### src/rtl/core/vwts_pkg.sv
// ----------------------------------------------------------------------------
// vwts_pkg
// Shared widths, register indexes, event codes and types of the video window
// tracker and scaler.
// ----------------------------------------------------------------------------
package vwts_pkg;

	localparam int COORD_BITS = 13;
	localparam int CFG_BITS   = 13;
	localparam int THR_BITS   = 8;
	localparam int MODE_BITS  = 2;
	localparam int WIN_BITS   = 16;
	localparam int EV_BITS    = 2;
	localparam int IDX_BITS   = 3;

	// Scaled operand is a start coordinate plus the offset, so one bit wider.
	localparam int V_BITS       = COORD_BITS + 1;
	localparam int PROD_BITS    = V_BITS + CFG_BITS;
	localparam int CNT_BITS     = $clog2(PROD_BITS);
	localparam int START_OFFSET = 2;

	localparam logic [IDX_BITS-1:0] CFG_INPUT_WIDTH   = IDX_BITS'(0);
	localparam logic [IDX_BITS-1:0] CFG_INPUT_HEIGHT  = IDX_BITS'(1);
	localparam logic [IDX_BITS-1:0] CFG_OUTPUT_WIDTH  = IDX_BITS'(2);
	localparam logic [IDX_BITS-1:0] CFG_OUTPUT_HEIGHT = IDX_BITS'(3);
	localparam logic [IDX_BITS-1:0] CFG_DEMO_MODE     = IDX_BITS'(4);
	localparam logic [IDX_BITS-1:0] CFG_CHANGE_THR    = IDX_BITS'(5);

	localparam logic [MODE_BITS-1:0] DEMO_RIGHT_HALF = MODE_BITS'(1);
	localparam logic [MODE_BITS-1:0] DEMO_LEFT_HALF  = MODE_BITS'(2);

	localparam logic [EV_BITS-1:0] EV_NONE  = EV_BITS'(0);
	localparam logic [EV_BITS-1:0] EV_APPLY = EV_BITS'(1);
	localparam logic [EV_BITS-1:0] EV_CLEAR = EV_BITS'(2);

	typedef struct packed {
		logic [CFG_BITS-1:0]  input_width;
		logic [CFG_BITS-1:0]  input_height;
		logic [CFG_BITS-1:0]  output_width;
		logic [CFG_BITS-1:0]  output_height;
		logic [MODE_BITS-1:0] demo_mode;
		logic [THR_BITS-1:0]  change_threshold;
	} vwts_cfg_t;

	typedef struct packed {
		logic                  found;
		logic [COORD_BITS-1:0] det_x_start;
		logic [COORD_BITS-1:0] det_x_end;
		logic [COORD_BITS-1:0] det_y_start;
		logic [COORD_BITS-1:0] det_y_end;
	} vwts_det_t;

	typedef struct packed {
		logic [EV_BITS-1:0]  event_res;
		logic [WIN_BITS-1:0] win_x_start;
		logic [WIN_BITS-1:0] win_y_start;
		logic [WIN_BITS-1:0] win_width;
		logic [WIN_BITS-1:0] win_height;
	} vwts_win_t;

	// Request to the serial scaling unit: round(v * num / den).
	typedef struct packed {
		logic                start;
		logic [V_BITS-1:0]   v;
		logic [CFG_BITS-1:0] num;
		logic [CFG_BITS-1:0] den;
	} vwts_scale_req_t;

	typedef struct packed {
		logic                done;
		logic [WIN_BITS-1:0] quotient;
	} vwts_scale_rsp_t;

endpackage

### src/rtl/core/vwts_if.sv
// ----------------------------------------------------------------------------
// vwts_if
// Valid/ready channels of the video window tracker: detection reports in,
// window results out, and configuration register writes.
// ----------------------------------------------------------------------------
interface vwts_det_if import vwts_pkg::*; ();
	logic                  valid;
	logic                  ready;
	logic                  found;
	logic [COORD_BITS-1:0] det_x_start;
	logic [COORD_BITS-1:0] det_x_end;
	logic [COORD_BITS-1:0] det_y_start;
	logic [COORD_BITS-1:0] det_y_end;

	modport source (output valid, found, det_x_start, det_x_end, det_y_start, det_y_end,
		input ready);
	modport sink (input valid, found, det_x_start, det_x_end, det_y_start, det_y_end,
		output ready);
endinterface

interface vwts_win_if import vwts_pkg::*; ();
	logic                valid;
	logic                ready;
	logic [EV_BITS-1:0]  event_res;
	logic [WIN_BITS-1:0] win_x_start;
	logic [WIN_BITS-1:0] win_y_start;
	logic [WIN_BITS-1:0] win_width;
	logic [WIN_BITS-1:0] win_height;

	modport source (output valid, event_res, win_x_start, win_y_start, win_width,
		win_height, input ready);
	modport sink (input valid, event_res, win_x_start, win_y_start, win_width,
		win_height, output ready);
endinterface

interface vwts_cfg_if import vwts_pkg::*; ();
	logic                valid;
	logic                ready;
	logic [IDX_BITS-1:0] index;
	logic [CFG_BITS-1:0] data;

	modport source (output valid, index, data, input ready);
	modport sink (input valid, index, data, output ready);
endinterface

### src/rtl/core/vwts_cfg_regs.sv
// ----------------------------------------------------------------------------
// vwts_cfg_regs
// Configuration register file; every write transfer is taken at once.
// ----------------------------------------------------------------------------
module vwts_cfg_regs import vwts_pkg::*; (
	input  logic       clk,
	input  logic       arst_n,
	vwts_cfg_if.sink   cfg,
	output vwts_cfg_t  regs
);

	vwts_cfg_t regs_q;

	assign cfg.ready = 1'b1;
	assign regs      = regs_q;

	always_ff @(posedge clk or negedge arst_n) begin
		if (!arst_n) begin
			regs_q.input_width      <= CFG_BITS'(1920);
			regs_q.input_height     <= CFG_BITS'(1080);
			regs_q.output_width     <= CFG_BITS'(1920);
			regs_q.output_height    <= CFG_BITS'(1080);
			regs_q.demo_mode        <= '0;
			regs_q.change_threshold <= THR_BITS'(3);
		end else if (cfg.valid) begin
			unique case (cfg.index)
				CFG_INPUT_WIDTH:   regs_q.input_width      <= cfg.data;
				CFG_INPUT_HEIGHT:  regs_q.input_height     <= cfg.data;
				CFG_OUTPUT_WIDTH:  regs_q.output_width     <= cfg.data;
				CFG_OUTPUT_HEIGHT: regs_q.output_height    <= cfg.data;
				CFG_DEMO_MODE:     regs_q.demo_mode        <= cfg.data[MODE_BITS-1:0];
				CFG_CHANGE_THR:    regs_q.change_threshold <= cfg.data[THR_BITS-1:0];
				default: begin
				end
			endcase
		end
	end

endmodule

### src/rtl/core/vwts_scale_unit.sv
// ----------------------------------------------------------------------------
// vwts_scale_unit
// Bit-serial scaler: shift-and-add multiply, one multiplier bit per cycle,
// then a restoring divide, one quotient bit per cycle.
// ----------------------------------------------------------------------------
module vwts_scale_unit import vwts_pkg::*; (
	input  logic             clk,
	input  logic             arst_n,
	input  vwts_scale_req_t  req,
	output vwts_scale_rsp_t  rsp
);

	typedef enum logic [1:0] {
		S_IDLE,
		S_MUL,
		S_DIV
	} state_t;

	state_t               state_q;
	logic [CNT_BITS-1:0]  cnt_q;
	logic [PROD_BITS-1:0] acc_q;
	logic [PROD_BITS-1:0] mcand_q;
	logic [CFG_BITS-1:0]  mplier_q;
	logic [CFG_BITS-1:0]  den_q;
	logic [CFG_BITS-1:0]  rem_q;
	logic [WIN_BITS-1:0]  quo_q;
	logic                 done_q;

	logic [CFG_BITS:0] trial;
	logic [CFG_BITS:0] diff;
	logic              fits;

	// The dividend leaves the accumulator from its top bit downward.
	always_comb begin
		trial = {rem_q, acc_q[PROD_BITS-1]};
		diff  = trial - {1'b0, den_q};
		fits  = trial >= {1'b0, den_q};
	end

	assign rsp.done     = done_q;
	assign rsp.quotient = quo_q;

	always_ff @(posedge clk or negedge arst_n) begin
		if (!arst_n) begin
			state_q <= S_IDLE;
			done_q  <= 1'b0;
			cnt_q   <= '0;
		end else begin
			done_q <= 1'b0;
			unique case (state_q)
				S_IDLE: begin
					if (req.start) begin
						// Rounding term den/2 is preloaded into the product.
						acc_q    <= PROD_BITS'(req.den >> 1);
						mcand_q  <= PROD_BITS'(req.v);
						mplier_q <= req.num;
						den_q    <= req.den;
						cnt_q    <= '0;
						state_q  <= S_MUL;
					end
				end
				S_MUL: begin
					if (mplier_q[0]) begin
						acc_q <= acc_q + mcand_q;
					end
					mcand_q  <= mcand_q << 1;
					mplier_q <= mplier_q >> 1;
					if (cnt_q == CNT_BITS'(CFG_BITS - 1)) begin
						cnt_q   <= '0;
						rem_q   <= '0;
						state_q <= S_DIV;
					end else begin
						cnt_q <= cnt_q + 1'b1;
					end
				end
				S_DIV: begin
					// A zero divisor always fits, which yields all ones.
					rem_q <= fits ? diff[CFG_BITS-1:0] : trial[CFG_BITS-1:0];
					quo_q <= {quo_q[WIN_BITS-2:0], fits};
					acc_q <= acc_q << 1;
					if (cnt_q == CNT_BITS'(PROD_BITS - 1)) begin
						cnt_q   <= '0;
						done_q  <= 1'b1;
						state_q <= S_IDLE;
					end else begin
						cnt_q <= cnt_q + 1'b1;
					end
				end
				default: state_q <= S_IDLE;
			endcase
		end
	end

endmodule

### src/rtl/core/video_window_track_scale_core.sv
// ----------------------------------------------------------------------------
// video_window_track_scale_core
// Tracks the detected video window frame by frame and rescales it to the
// output raster, giving apply and clear events.
// ----------------------------------------------------------------------------
// Usage: one detection report per frame is transferred on det; exactly one
// result is transferred on win for each report. Registers are written on cfg
// while the block is idle; every write transfer is accepted at once.
// A report that neither clears nor moves the window passes through T_EVAL,
// which registers its result, and T_POST, which loads the output register.
// A moved window goes through four rounded scalings on one shared
// bit-serial unit, each a start, 13 multiply steps, 27 divide steps and a
// hand-back.
// One report is worked on at a time; det.ready is high while the tracker
// waits for a report. A finished result sits in the output register while
// the next report is taken; only if that next result is finished while the
// receiver still stalls does the tracker hold it until win.ready.
// Reset clears the stored window and the found history and loads the
// register defaults (1920 by 1080 both sides, full mode, threshold 3).
// ----------------------------------------------------------------------------
module video_window_track_scale_core import vwts_pkg::*; (
	input  logic      clk,
	input  logic      arst_n,
	vwts_det_if.sink  det,
	vwts_win_if.source win,
	vwts_cfg_if.sink  cfg
);

	typedef enum logic [2:0] {
		T_IDLE,
		T_EVAL,
		T_START,
		T_WAIT,
		T_CALC,
		T_POST
	} state_t;

	vwts_cfg_t        regs;
	vwts_scale_req_t  sreq;
	vwts_scale_rsp_t  srsp;

	state_t                state_q;
	vwts_det_t             det_q;
	logic                  was_found_q;
	logic [COORD_BITS-1:0] st_xs_q;
	logic [COORD_BITS-1:0] st_xe_q;
	logic [COORD_BITS-1:0] st_ys_q;
	logic [COORD_BITS-1:0] st_ye_q;
	logic [1:0]            op_q;
	logic [WIN_BITS-1:0]   qres_q [4];
	vwts_win_t             res_q;
	vwts_win_t             out_q;
	logic                  out_valid_q;

	logic                moved_any;
	logic [WIN_BITS-1:0] calc_w;
	logic [WIN_BITS-1:0] calc_h;
	vwts_win_t           calc_res;

	// A coordinate counts as moved when it is further than the threshold away.
	function automatic logic moved(input logic [COORD_BITS-1:0] a,
		input logic [COORD_BITS-1:0] b, input logic [THR_BITS-1:0] thr);
		logic [COORD_BITS-1:0] d;
		d = (a > b) ? (a - b) : (b - a);
		return d > COORD_BITS'(thr);
	endfunction

	vwts_cfg_regs u_cfg (
		.clk    (clk),
		.arst_n (arst_n),
		.cfg    (cfg),
		.regs   (regs)
	);

	vwts_scale_unit u_scale (
		.clk    (clk),
		.arst_n (arst_n),
		.req    (sreq),
		.rsp    (srsp)
	);

	assign det.ready = (state_q == T_IDLE);

	assign win.valid       = out_valid_q;
	assign win.event_res   = out_q.event_res;
	assign win.win_x_start = out_q.win_x_start;
	assign win.win_y_start = out_q.win_y_start;
	assign win.win_width   = out_q.win_width;
	assign win.win_height  = out_q.win_height;

	always_comb begin
		moved_any = moved(det_q.det_x_start, st_xs_q, regs.change_threshold)
			|| moved(det_q.det_x_end, st_xe_q, regs.change_threshold)
			|| moved(det_q.det_y_start, st_ys_q, regs.change_threshold)
			|| moved(det_q.det_y_end, st_ye_q, regs.change_threshold);
	end

	// The four scalings run in order: x start, x end, y start, y end.
	// Start coordinates carry the fixed offset before they are scaled.
	always_comb begin
		sreq.start = (state_q == T_START);
		unique case (op_q)
			2'd0: begin
				sreq.v   = V_BITS'(st_xs_q) + V_BITS'(START_OFFSET);
				sreq.num = regs.output_width;
				sreq.den = regs.input_width;
			end
			2'd1: begin
				sreq.v   = V_BITS'(st_xe_q);
				sreq.num = regs.output_width;
				sreq.den = regs.input_width;
			end
			2'd2: begin
				sreq.v   = V_BITS'(st_ys_q) + V_BITS'(START_OFFSET);
				sreq.num = regs.output_height;
				sreq.den = regs.input_height;
			end
			default: begin
				sreq.v   = V_BITS'(st_ye_q);
				sreq.num = regs.output_height;
				sreq.den = regs.input_height;
			end
		endcase
	end

	// Sizes wrap at 16 bits; an empty window gives no event and zero fields.
	// The half modes keep the right or the left half of the window.
	always_comb begin
		calc_w   = qres_q[1] - qres_q[0];
		calc_h   = qres_q[3] - qres_q[2];
		calc_res = '0;
		if (calc_w != '0 && calc_h != '0) begin
			calc_res.event_res   = EV_APPLY;
			calc_res.win_x_start = qres_q[0];
			calc_res.win_y_start = qres_q[2];
			calc_res.win_width   = calc_w;
			calc_res.win_height  = calc_h;
			if (regs.demo_mode == DEMO_RIGHT_HALF) begin
				calc_res.win_x_start = qres_q[0] + (calc_w >> 1);
				calc_res.win_width   = calc_w >> 1;
			end else if (regs.demo_mode == DEMO_LEFT_HALF) begin
				calc_res.win_width = calc_w >> 1;
			end
		end
	end

	always_ff @(posedge clk or negedge arst_n) begin
		if (!arst_n) begin
			state_q     <= T_IDLE;
			was_found_q <= 1'b0;
			st_xs_q     <= '0;
			st_xe_q     <= '0;
			st_ys_q     <= '0;
			st_ye_q     <= '0;
			op_q        <= '0;
			out_valid_q <= 1'b0;
		end else begin
			// In T_POST the output register is either reloaded or kept.
			if (win.ready && state_q != T_POST) begin
				out_valid_q <= 1'b0;
			end
			unique case (state_q)
				T_IDLE: begin
					if (det.valid) begin
						det_q.found       <= det.found;
						det_q.det_x_start <= det.det_x_start;
						det_q.det_x_end   <= det.det_x_end;
						det_q.det_y_start <= det.det_y_start;
						det_q.det_y_end   <= det.det_y_end;
						state_q           <= T_EVAL;
					end
				end
				T_EVAL: begin
					was_found_q <= det_q.found;
					if (!det_q.found) begin
						// Losing a tracked window clears it and reports so.
						res_q <= {(was_found_q ? EV_CLEAR : EV_NONE),
							{(4 * WIN_BITS){1'b0}}};
						if (was_found_q) begin
							st_xs_q <= '0;
							st_xe_q <= '0;
							st_ys_q <= '0;
							st_ye_q <= '0;
						end
						state_q <= T_POST;
					end else if (moved_any) begin
						st_xs_q <= det_q.det_x_start;
						st_xe_q <= det_q.det_x_end;
						st_ys_q <= det_q.det_y_start;
						st_ye_q <= det_q.det_y_end;
						op_q    <= '0;
						state_q <= T_START;
					end else begin
						res_q   <= '0;
						state_q <= T_POST;
					end
				end
				T_START: begin
					state_q <= T_WAIT;
				end
				T_WAIT: begin
					if (srsp.done) begin
						qres_q[op_q] <= srsp.quotient;
						op_q         <= op_q + 1'b1;
						state_q      <= (op_q == 2'd3) ? T_CALC : T_START;
					end
				end
				T_CALC: begin
					res_q   <= calc_res;
					state_q <= T_POST;
				end
				T_POST: begin
					if (!out_valid_q || win.ready) begin
						out_q       <= res_q;
						out_valid_q <= 1'b1;
						state_q     <= T_IDLE;
					end
				end
				default: state_q <= T_IDLE;
			endcase
		end
	end

endmodule
### src/flat_wrapper.sv
// flat-port wrapper written by rule: the top's interface ports become plain ports
module video_window_track_scale_core_flat import vwts_pkg::*;
  (clk, arst_n, det_valid, det_found, det_det_x_start, det_det_x_end, det_det_y_start, det_det_y_end, det_ready, win_valid, win_event_res, win_win_x_start, win_win_y_start, win_win_width, win_win_height, win_ready, cfg_valid, cfg_index, cfg_data, cfg_ready);
  vwts_det_if det_i ();
  vwts_win_if win_i ();
  vwts_cfg_if cfg_i ();
  input  logic clk;
  input  logic arst_n;
  input wire logic [$bits(det_i.valid)-1:0] det_valid;
  input wire logic [$bits(det_i.found)-1:0] det_found;
  input wire logic [$bits(det_i.det_x_start)-1:0] det_det_x_start;
  input wire logic [$bits(det_i.det_x_end)-1:0] det_det_x_end;
  input wire logic [$bits(det_i.det_y_start)-1:0] det_det_y_start;
  input wire logic [$bits(det_i.det_y_end)-1:0] det_det_y_end;
  output wire logic [$bits(det_i.ready)-1:0] det_ready;
  output wire logic [$bits(win_i.valid)-1:0] win_valid;
  output wire logic [$bits(win_i.event_res)-1:0] win_event_res;
  output wire logic [$bits(win_i.win_x_start)-1:0] win_win_x_start;
  output wire logic [$bits(win_i.win_y_start)-1:0] win_win_y_start;
  output wire logic [$bits(win_i.win_width)-1:0] win_win_width;
  output wire logic [$bits(win_i.win_height)-1:0] win_win_height;
  input wire logic [$bits(win_i.ready)-1:0] win_ready;
  input wire logic [$bits(cfg_i.valid)-1:0] cfg_valid;
  input wire logic [$bits(cfg_i.index)-1:0] cfg_index;
  input wire logic [$bits(cfg_i.data)-1:0] cfg_data;
  output wire logic [$bits(cfg_i.ready)-1:0] cfg_ready;
  assign det_i.valid = det_valid;
  assign det_i.found = det_found;
  assign det_i.det_x_start = det_det_x_start;
  assign det_i.det_x_end = det_det_x_end;
  assign det_i.det_y_start = det_det_y_start;
  assign det_i.det_y_end = det_det_y_end;
  assign det_ready = det_i.ready;
  assign win_valid = win_i.valid;
  assign win_event_res = win_i.event_res;
  assign win_win_x_start = win_i.win_x_start;
  assign win_win_y_start = win_i.win_y_start;
  assign win_win_width = win_i.win_width;
  assign win_win_height = win_i.win_height;
  assign win_i.ready = win_ready;
  assign cfg_i.valid = cfg_valid;
  assign cfg_i.index = cfg_index;
  assign cfg_i.data = cfg_data;
  assign cfg_ready = cfg_i.ready;
  video_window_track_scale_core u_core (.clk(clk), .arst_n(arst_n), .det(det_i), .win(win_i), .cfg(cfg_i));
endmodule
### config.mk
export PLATFORM = sky130hd
export DESIGN_NAME = video_window_track_scale_core_flat
export DESIGN_NICKNAME = d
export VERILOG_FILES = /design/src/rtl/core/vwts_pkg.sv /design/src/rtl/core/vwts_if.sv /design/src/rtl/core/vwts_cfg_regs.sv /design/src/rtl/core/vwts_scale_unit.sv /design/src/rtl/core/video_window_track_scale_core.sv /design/src/flat_wrapper.sv
export SDC_FILE = /design/constraint.sdc
export NUM_CORES = 1
export LEC_CHECK = 0
export ABC_AREA = 1
export BUFFER_PORTS_ARGS = -buffer_cell sky130_fd_sc_hd__buf_2
export CORE_MARGIN = 3
export CORE_UTILIZATION = 60
export CTS_CLUSTER_DIAMETER = 150
export DETAILED_ROUTE_END_ITERATION = 8
export PLACE_DENSITY = 0.78
export SLEW_MARGIN = 20
export SYNTH_ARGS = -nofsm -noshare
export SYNTH_HDL_FRONTEND = slang
export SYNTH_SLANG_ARGS = --single-unit
### constraint.sdc
create_clock -name clk -period 18.1 [get_ports clk]
set_input_delay 0.905 -clock clk [delete_from_list [all_inputs] [get_ports clk]]
set_output_delay 0.905 -clock clk [all_outputs]
set_load 0.005 [all_outputs]
Yosys cells after proc, flatten, opt, wreduce, memory -nomap -nowiden
Memories as Yosys holds them, arrays and structs flattened.
Index checks and enable logic that the tools add are counted.
{"block": "word_totals", "rom_bits": 0, "mem_bits_rw": 64, "n_memories": 1, "register_bits": 423, "out_inout_bits": 69, "inputBits": 74, "latch_bits": 0, "word_cells": 194}
{"block": "op_classes", "eq_ne": 31, "n_bitwise": 0, "n_reduce_logical": 39, "muxes": 59, "shift": 0, "order_cmp": 9, "n_mul": 0, "add_sub_neg": 17, "n_div": 0}
{"name": "u_core.qres_q", "depth": 4, "width": 16, "read_ports": 4, "rd_clocked_by_memory_dff": 0, "wr": 1, "line": "video_window_track_scale_core.sv:50", "text": "logic [WIN_BITS-1:0] qres_q [4];"}
{"op": "$mux 13", "n": 16}
{"op": "$mux 66", "n": 2}
{"op": "$pmux 66 s2", "n": 1}
{"op": "$pmux 40 s3", "n": 1}
{"op": "$sub 13x13->13", "n": 9}
{"op": "$mux 27", "n": 3}
{"op": "$pmux 27 s3", "n": 1}
{"op": "$mux 65", "n": 1}
{"op": "$pmux 27 s2", "n": 1}
{"op": "$gt 13x13->1", "n": 4}
{"op": "$gt 13x8->1", "n": 4}
{"op": "$pmux 13 s2", "n": 2}
{"op": "$mux 16", "n": 3}
{"op": "$reduce_bool 16->1", "n": 2}
{"op": "$sub 16x16->16", "n": 2}
{"op": "$add 13x2->14 const B", "n": 2}
{"op": "$add 27x27->27", "n": 1}
{"op": "$reduce_and 3->1", "n": 9}
{"op": "$mux 3", "n": 6}
{"op": "$pmux 3 s6", "n": 1}
{"op": "$add 16x15->16", "n": 1}
{"op": "$reduce_and 2->1", "n": 8}
{"op": "$mux 5", "n": 3}
{"op": "$pmux 5 s3", "n": 1}
{"op": "25 further kinds", "n": 71}

Logic depth before layout (Yosys ltp)
{"block": "logic_depth", "depth_word": 9, "depth_mapped": 34, "mapped_depth_nobuf": 33}

Cells and area by module
A second synthesis with hierarchy kept.
{"block": "unflattened", "hier_cells": 3853, "hier_area_um2": 30929.7}
{"mod": "video_window_track_scale_core", "n_inst": 1, "area_each_um2": 20835.0, "seq_area_each_um2": 8953.6, "cells_per_inst": 2617}
{"mod": "vwts_scale_unit", "n_inst": 1, "area_each_um2": 7548.5, "seq_area_each_um2": 3473.3, "cells_per_inst": 952}
{"mod": "vwts_cfg_regs", "n_inst": 1, "area_each_um2": 2546.2, "seq_area_each_um2": 1574.0, "cells_per_inst": 284}

Least setup slack after synthesis
No wires, ideal clock.
{"block": "synth_timing", "path_kind": "input -> register", "from": "input port arst_n", "to": "register u_core.out_q, in the netlist u_core.win.event_res[0] (enable)", "n_path_buf": 0, "stages": 2, "setup_time_ns": 0.571, "arrival_time_ns": 5.457, "slack_ns": 12.072, "cell_sequence": "inv_1 > nor3_1"}
{"block": "synth_between", "elab_chain_len": 1}
{"element": "from (decl)", "line": "flat_wrapper.sv:8", "text": "input logic arst_n;"}
{"element": "$reduce_and 3->1 (no source line)"}
{"element": "to (signal assigned)", "line": "video_window_track_scale_core.sv:214", "text": "out_q <= res_q;"}
{"element": "to (decl)", "line": "video_window_track_scale_core.sv:52", "text": "vwts_win_t out_q;"}
Every way passes these cells.
A chain may end at the register's enable or synchronous reset.

Worst setup path after layout
{"block": "layout_timing", "from": "register u_core.st_xe_q[8]", "to": "register u_core.res_q[8] in the netlist's numbering (enable)"}
{"block": "layout_between", "elab_chain_len": 8}
{"element": "from (decl)", "line": "video_window_track_scale_core.sv:46", "text": "logic [COORD_BITS-1:0] st_xe_q;"}
{"element": "from (signal assigned)", "line": "video_window_track_scale_core.sv:188", "text": "st_xe_q <= det_q.det_x_end;"}
{"element": "$sub 13x13->13 or $gt 13x13->1 (tied branches)", "line": "video_window_track_scale_core.sv:64", "text": "d = (a > b) ? (a - b) : (b - a);"}
{"element": "$mux 13 (*)", "line": "video_window_track_scale_core.sv:64"}
{"element": "$gt 13x8->1 (*)", "line": "video_window_track_scale_core.sv:65", "text": "return d > COORD_BITS'(thr);"}
{"element": "$logic_or 1x1->1 (*)", "line": "video_window_track_scale_core.sv:93", "text": "|| moved(det_q.det_x_end, st_xe_q, regs.change_threshold)"}
{"element": "$logic_or 1x1->1 (*)", "line": "video_window_track_scale_core.sv:94", "text": "|| moved(det_q.det_y_start, st_ys_q, regs.change_threshold)"}
{"element": "$logic_or 1x1->1 (*)", "line": "video_window_track_scale_core.sv:95", "text": "|| moved(det_q.det_y_end, st_ye_q, regs.change_threshold);"}
{"element": "$ne 3x3->1 (no source line) (*)"}
{"element": "$reduce_and 3->1 (no source line) (*)"}
{"element": "to (signal assigned)", "line": "video_window_track_scale_core.sv:177", "text": "res_q <= {(was_found_q ? EV_CLEAR : EV_NONE),"}
{"element": "to (signal assigned)", "line": "video_window_track_scale_core.sv:209", "text": "res_q <= calc_res;"}
{"element": "to (decl)", "line": "video_window_track_scale_core.sv:51", "text": "vwts_win_t res_q;"}
Mark *: on every way between the ends. The rest lies on a longest branch, timed or not.

==> flow_metrics.py <==
metrics = {
    "power_and_ir_drop": {
        "cellLeakagePower_nw": 15.40,
        "p_int_mw": 2.999,
        "pwr-share-clk_pct": 20.1,
        "p_comb_share_pct": 48.2,
        "p_sw_share_pct": 43.68,
        "seqPwrFrac_pct": 31.7,
        "p_per_area_nw_per_um2": 164.2,
        "ir_drop_uv": 96.65,
        "power.switching_mw": 2.327,
        "power_mw": 5.326,
    },
    "finish": {
        "mostFrequentLayoutCells": "902 x nand2_1, 504 x inv_1, 358 x edfxtp_1",
        "drive_above_1_share_pct": 8.753,
        "fin_nets": 3887,
        "area_growth_pct": 10.37,
        "final_common_cell": "nand2_1",
    },
    "synthesis": {
        "syn_inst": 3437,
        "synth_area_sq_um": 29390,
        "yosys.area.top_type_share_pct": 36.58,
        "ys_warn_count": 0,
        "async_flop_share_pct": 26.49,
        "synth_top_cell_by_area": "edfxtp_1",
        "ys.flop_type": "edfxtp_1",
        "synth_area_leaders": "edfxtp_1 37%, nand2_1 12%, ha_1 9.8%, dfrtp_1 9.5%, inv_1 6.5%",
        "synth_edf_count": 358,
        "yosysUniqueCellTypes": 52,
        "synth_nets": 3755,
        "ys_seq_area_share_pct": 47.64,
        "ys_ff_latch": 487,
        "syn_avg_cell_area_sq_um": 8.551,
    },
    "route": {
        "detail-route-antenna-nets": 0,
        "vias": 23410,
        "routed_via_density": 5.539,
        "post_drt_wl_per_cell_microns": 16.93,
        "drt_iter0_markers": 2100,
        "drt_wl_total_microns": 71560,
        "drc": 0,
        "dr.pass1.iters": 6,
    },
    "cts": {
        "cts_made_buffers": 50,
        "clk_path_buf_depth": 3,
        "cts-resized-gates": 0,
        "clk_pin_slew_worst_paths_ns": 0.06,
        "tritoncts": "done",
        "clockRootBuffer": "clkbuf_16",
        "clock_sink_count": 487,
        "cts_max_level": 2,
        "cts_setup_buffers": 0,
        "clock_latency_ns": 0.61,
        "cts_hold_buf": 0,
    },
    "global_route": {
        "track_usage_pct": 27.84,
        "grt_pass1_wl_microns": 113800,
        "grt_pass1_vias": 21720,
        "overflow": 0,
        "grt_start_max_net_pins": 67,
        "antenna_found_initial": 0,
    },
    "timing": {
        "setup_viol": 0,
        "finClkSkew_ns": 0.03457,
        "whs_ns": 0.2240,
        "setup_ws_ns": 12.62,
        "maxSlewHeadroom_pct": 30.56,
        "rsz0062_at_grt": "false",
        "finalHoldViolations": 0,
        "min_period_over_period_pct": 30.26,
        "worst_slew_pin_slew_ns": 1.042,
        "fmax_mhz": 182.6,
        "drv_slew": 0,
        "fin_crit_ns": 5.477,
        "fin_setup_tns_ns": 0,
    },
    "critical_path": {
        "crit_path_max_incr_delay_ns": 0.60,
        "worstSetupPathType": "register to register",
        "slowest_stage": "buf_4",
        "start_kind": "register",
        "crit_path_frequent_cell": "nand2_1",
        "cp-end-kind": "register",
        "path_max_fanout": 66,
        "cp.required_ns": 18.33,
        "crit_arrival_ns": 5.71,
    },
    "placement": {
        "gp_congestion": 0.9770,
        "dp_slack_ns": 12.67,
        "dp_hpwl_microns": 52890,
        "numPortBuffers": 141,
    },
    "floorplan": {
        "die_y_microns": 227.3,
        "fp-row-count": 80,
        "dieArea_sq_um": 51680,
        "initial_core_util_pct": 61.17,
        "io_pins": 143,
        "core_area_sq_um": 48050,
        "dieWidth_microns": 227.3,
    },
    "run_status": {
        "status": "finished, final reports clean",
    },
    "hold_path": {
        "hold_class": "primary input to asynchronous set/reset pin",
    },
    "job": {
        "cap_violations": 0,
    },
}
==> final cells by class <==
cell class | instances | area [sq um]
clock buffers | 63 | 1401
fillers | 3901 | 15610
repair buffers | 164 | 884.6
clock inverters | 30 | 344.1
inverters | 518 | 1944
diodes | 1 | 2.502
flip-flops and latches | 487 | 14000
multi-input cells | 2348 | 13090
well taps | 615 | 769.5
==> cell families after synthesis <==
kind of cell	after synthesis	share of synthesized area (%)
buffers and inverters	602	7.986
DFF	487	47.64
and+or+nand+nor	1418	19.94
other	1	0.01276
AOI/OAI and AO/OA	607	11.35
xor gates and xnor gates	71	2.116
muxes	7	0.2384
adders and majority gates	244	10.72
==> per-layer routing <==
layer  track usage, %  vias to the layer above  wire (microns)
met2            46.08                      746           33410
met5                0                        -               0
met4            9.737                        0            2619
li1                 -                    11690               -
met1            38.17                    10820           31210
met3            3.649                      147            4314
==> synthesized netlist by cell type, types with 12 or more instances <==
cell and number:
ha_1 231, or2_2 12, clkbuf_1 54, nor2_1 220
a22oi_1 13, nor3_1 29, xnor2_1 29, nand2_1 902
a21oi_1 260, edfxtp_1 358, inv_1 506, xor2_1 42
o21bai_1 18, a22o_1 13, dfrtp_1 111, o21ai_0 238
buf_2 16, nand3_1 163, dfstp_2 18, fa_1 13
nand4_1 66
==> flip-flops by register name (all words and copies together), names as in the netlist, 3 cells and up <==
name                     cells
u_core.state_q               3
u_core.st_ye_q              13
u_core.u_scale.mplier_q     13
u_core.u_scale.den_q        13
u_core.u_cfg.regs           62
u_core.u_scale.mcand_q      27
u_core.u_scale.rem_q        13
u_core.res_q                66
u_core.win.win_height       16
u_core.st_ys_q              13
u_core.win.win_width        16
u_core.st_xs_q              13
u_core.win.win_y_start      16
u_core.u_scale.cnt_q         5
u_core.u_scale.acc_q        27
u_core.win.win_x_start      16
u_core.st_xe_q              13
u_core.u_scale.quo_q        16
u_core.det_q                53
u_core.qres_q               64
==> power by group through the flow <==
| stage | combinational [mW] | clock [mW] | sequential [mW] |
|---|---|---|---|
| floorplan | 1.89 | 0 | 1.66 |
| global placement | 2.50 | 0 | 1.70 |
| detailed placement | 2.52 | 0 | 1.71 |
| CTS | 2.53 | 1.09 | 1.69 |
| global route | 2.90 | 1.13 | 1.72 |
| finish | 2.57 | 1.07 | 1.69 |
==> worst paths after layout <==
check	start	to	slack (ns)	cells past startpoint
setup / recovery	u_core.st_xe_q[8]	u_core.res_q[8]	12.62	30
hold / removal	arst_n	u_core.st_ys_q[8]	0.22	1
setup reg to reg	u_core.st_xe_q[8]	u_core.res_q[8]	12.62	30
hold reg to reg	u_core.res_q[59]	u_core.win.win_x_start[11]	0.41	0
max in group asynchronous	arst_n	u_core.st_xs_q[1]	16.83	2
min in group clk	u_core.res_q[59]	u_core.win.win_x_start[11]	0.41	0
==> through the flow <==
| step | utilization (%) | instances | cell area, sq um |
|---|---|---|---|
| global route | 67.51 | 4225 | 32440 |
| floorplan | - | 3437 | 29390 |
| CTS | 67.51 | 4225 | 32430 |
| finish | 67.52 | 4226 | 32440 |
| global placement | 63.88 | 4132 | 30690 |
| detailed placement | 63.88 | 4132 | 30690 |
==> critical path, delay by kind of cell, from the launching register on <==
family	cells	cell delay, ns
AOI/OAI and AO/OA	3	0.39
xor gates and xnor gates	1	0.24
adders and majority gates	2	0.74
buffers and inverters	5	0.89
DFF	1	0.41
and+or+nand+nor	19	2.36
No activity file was read; power rests on OpenSTA's default activity.
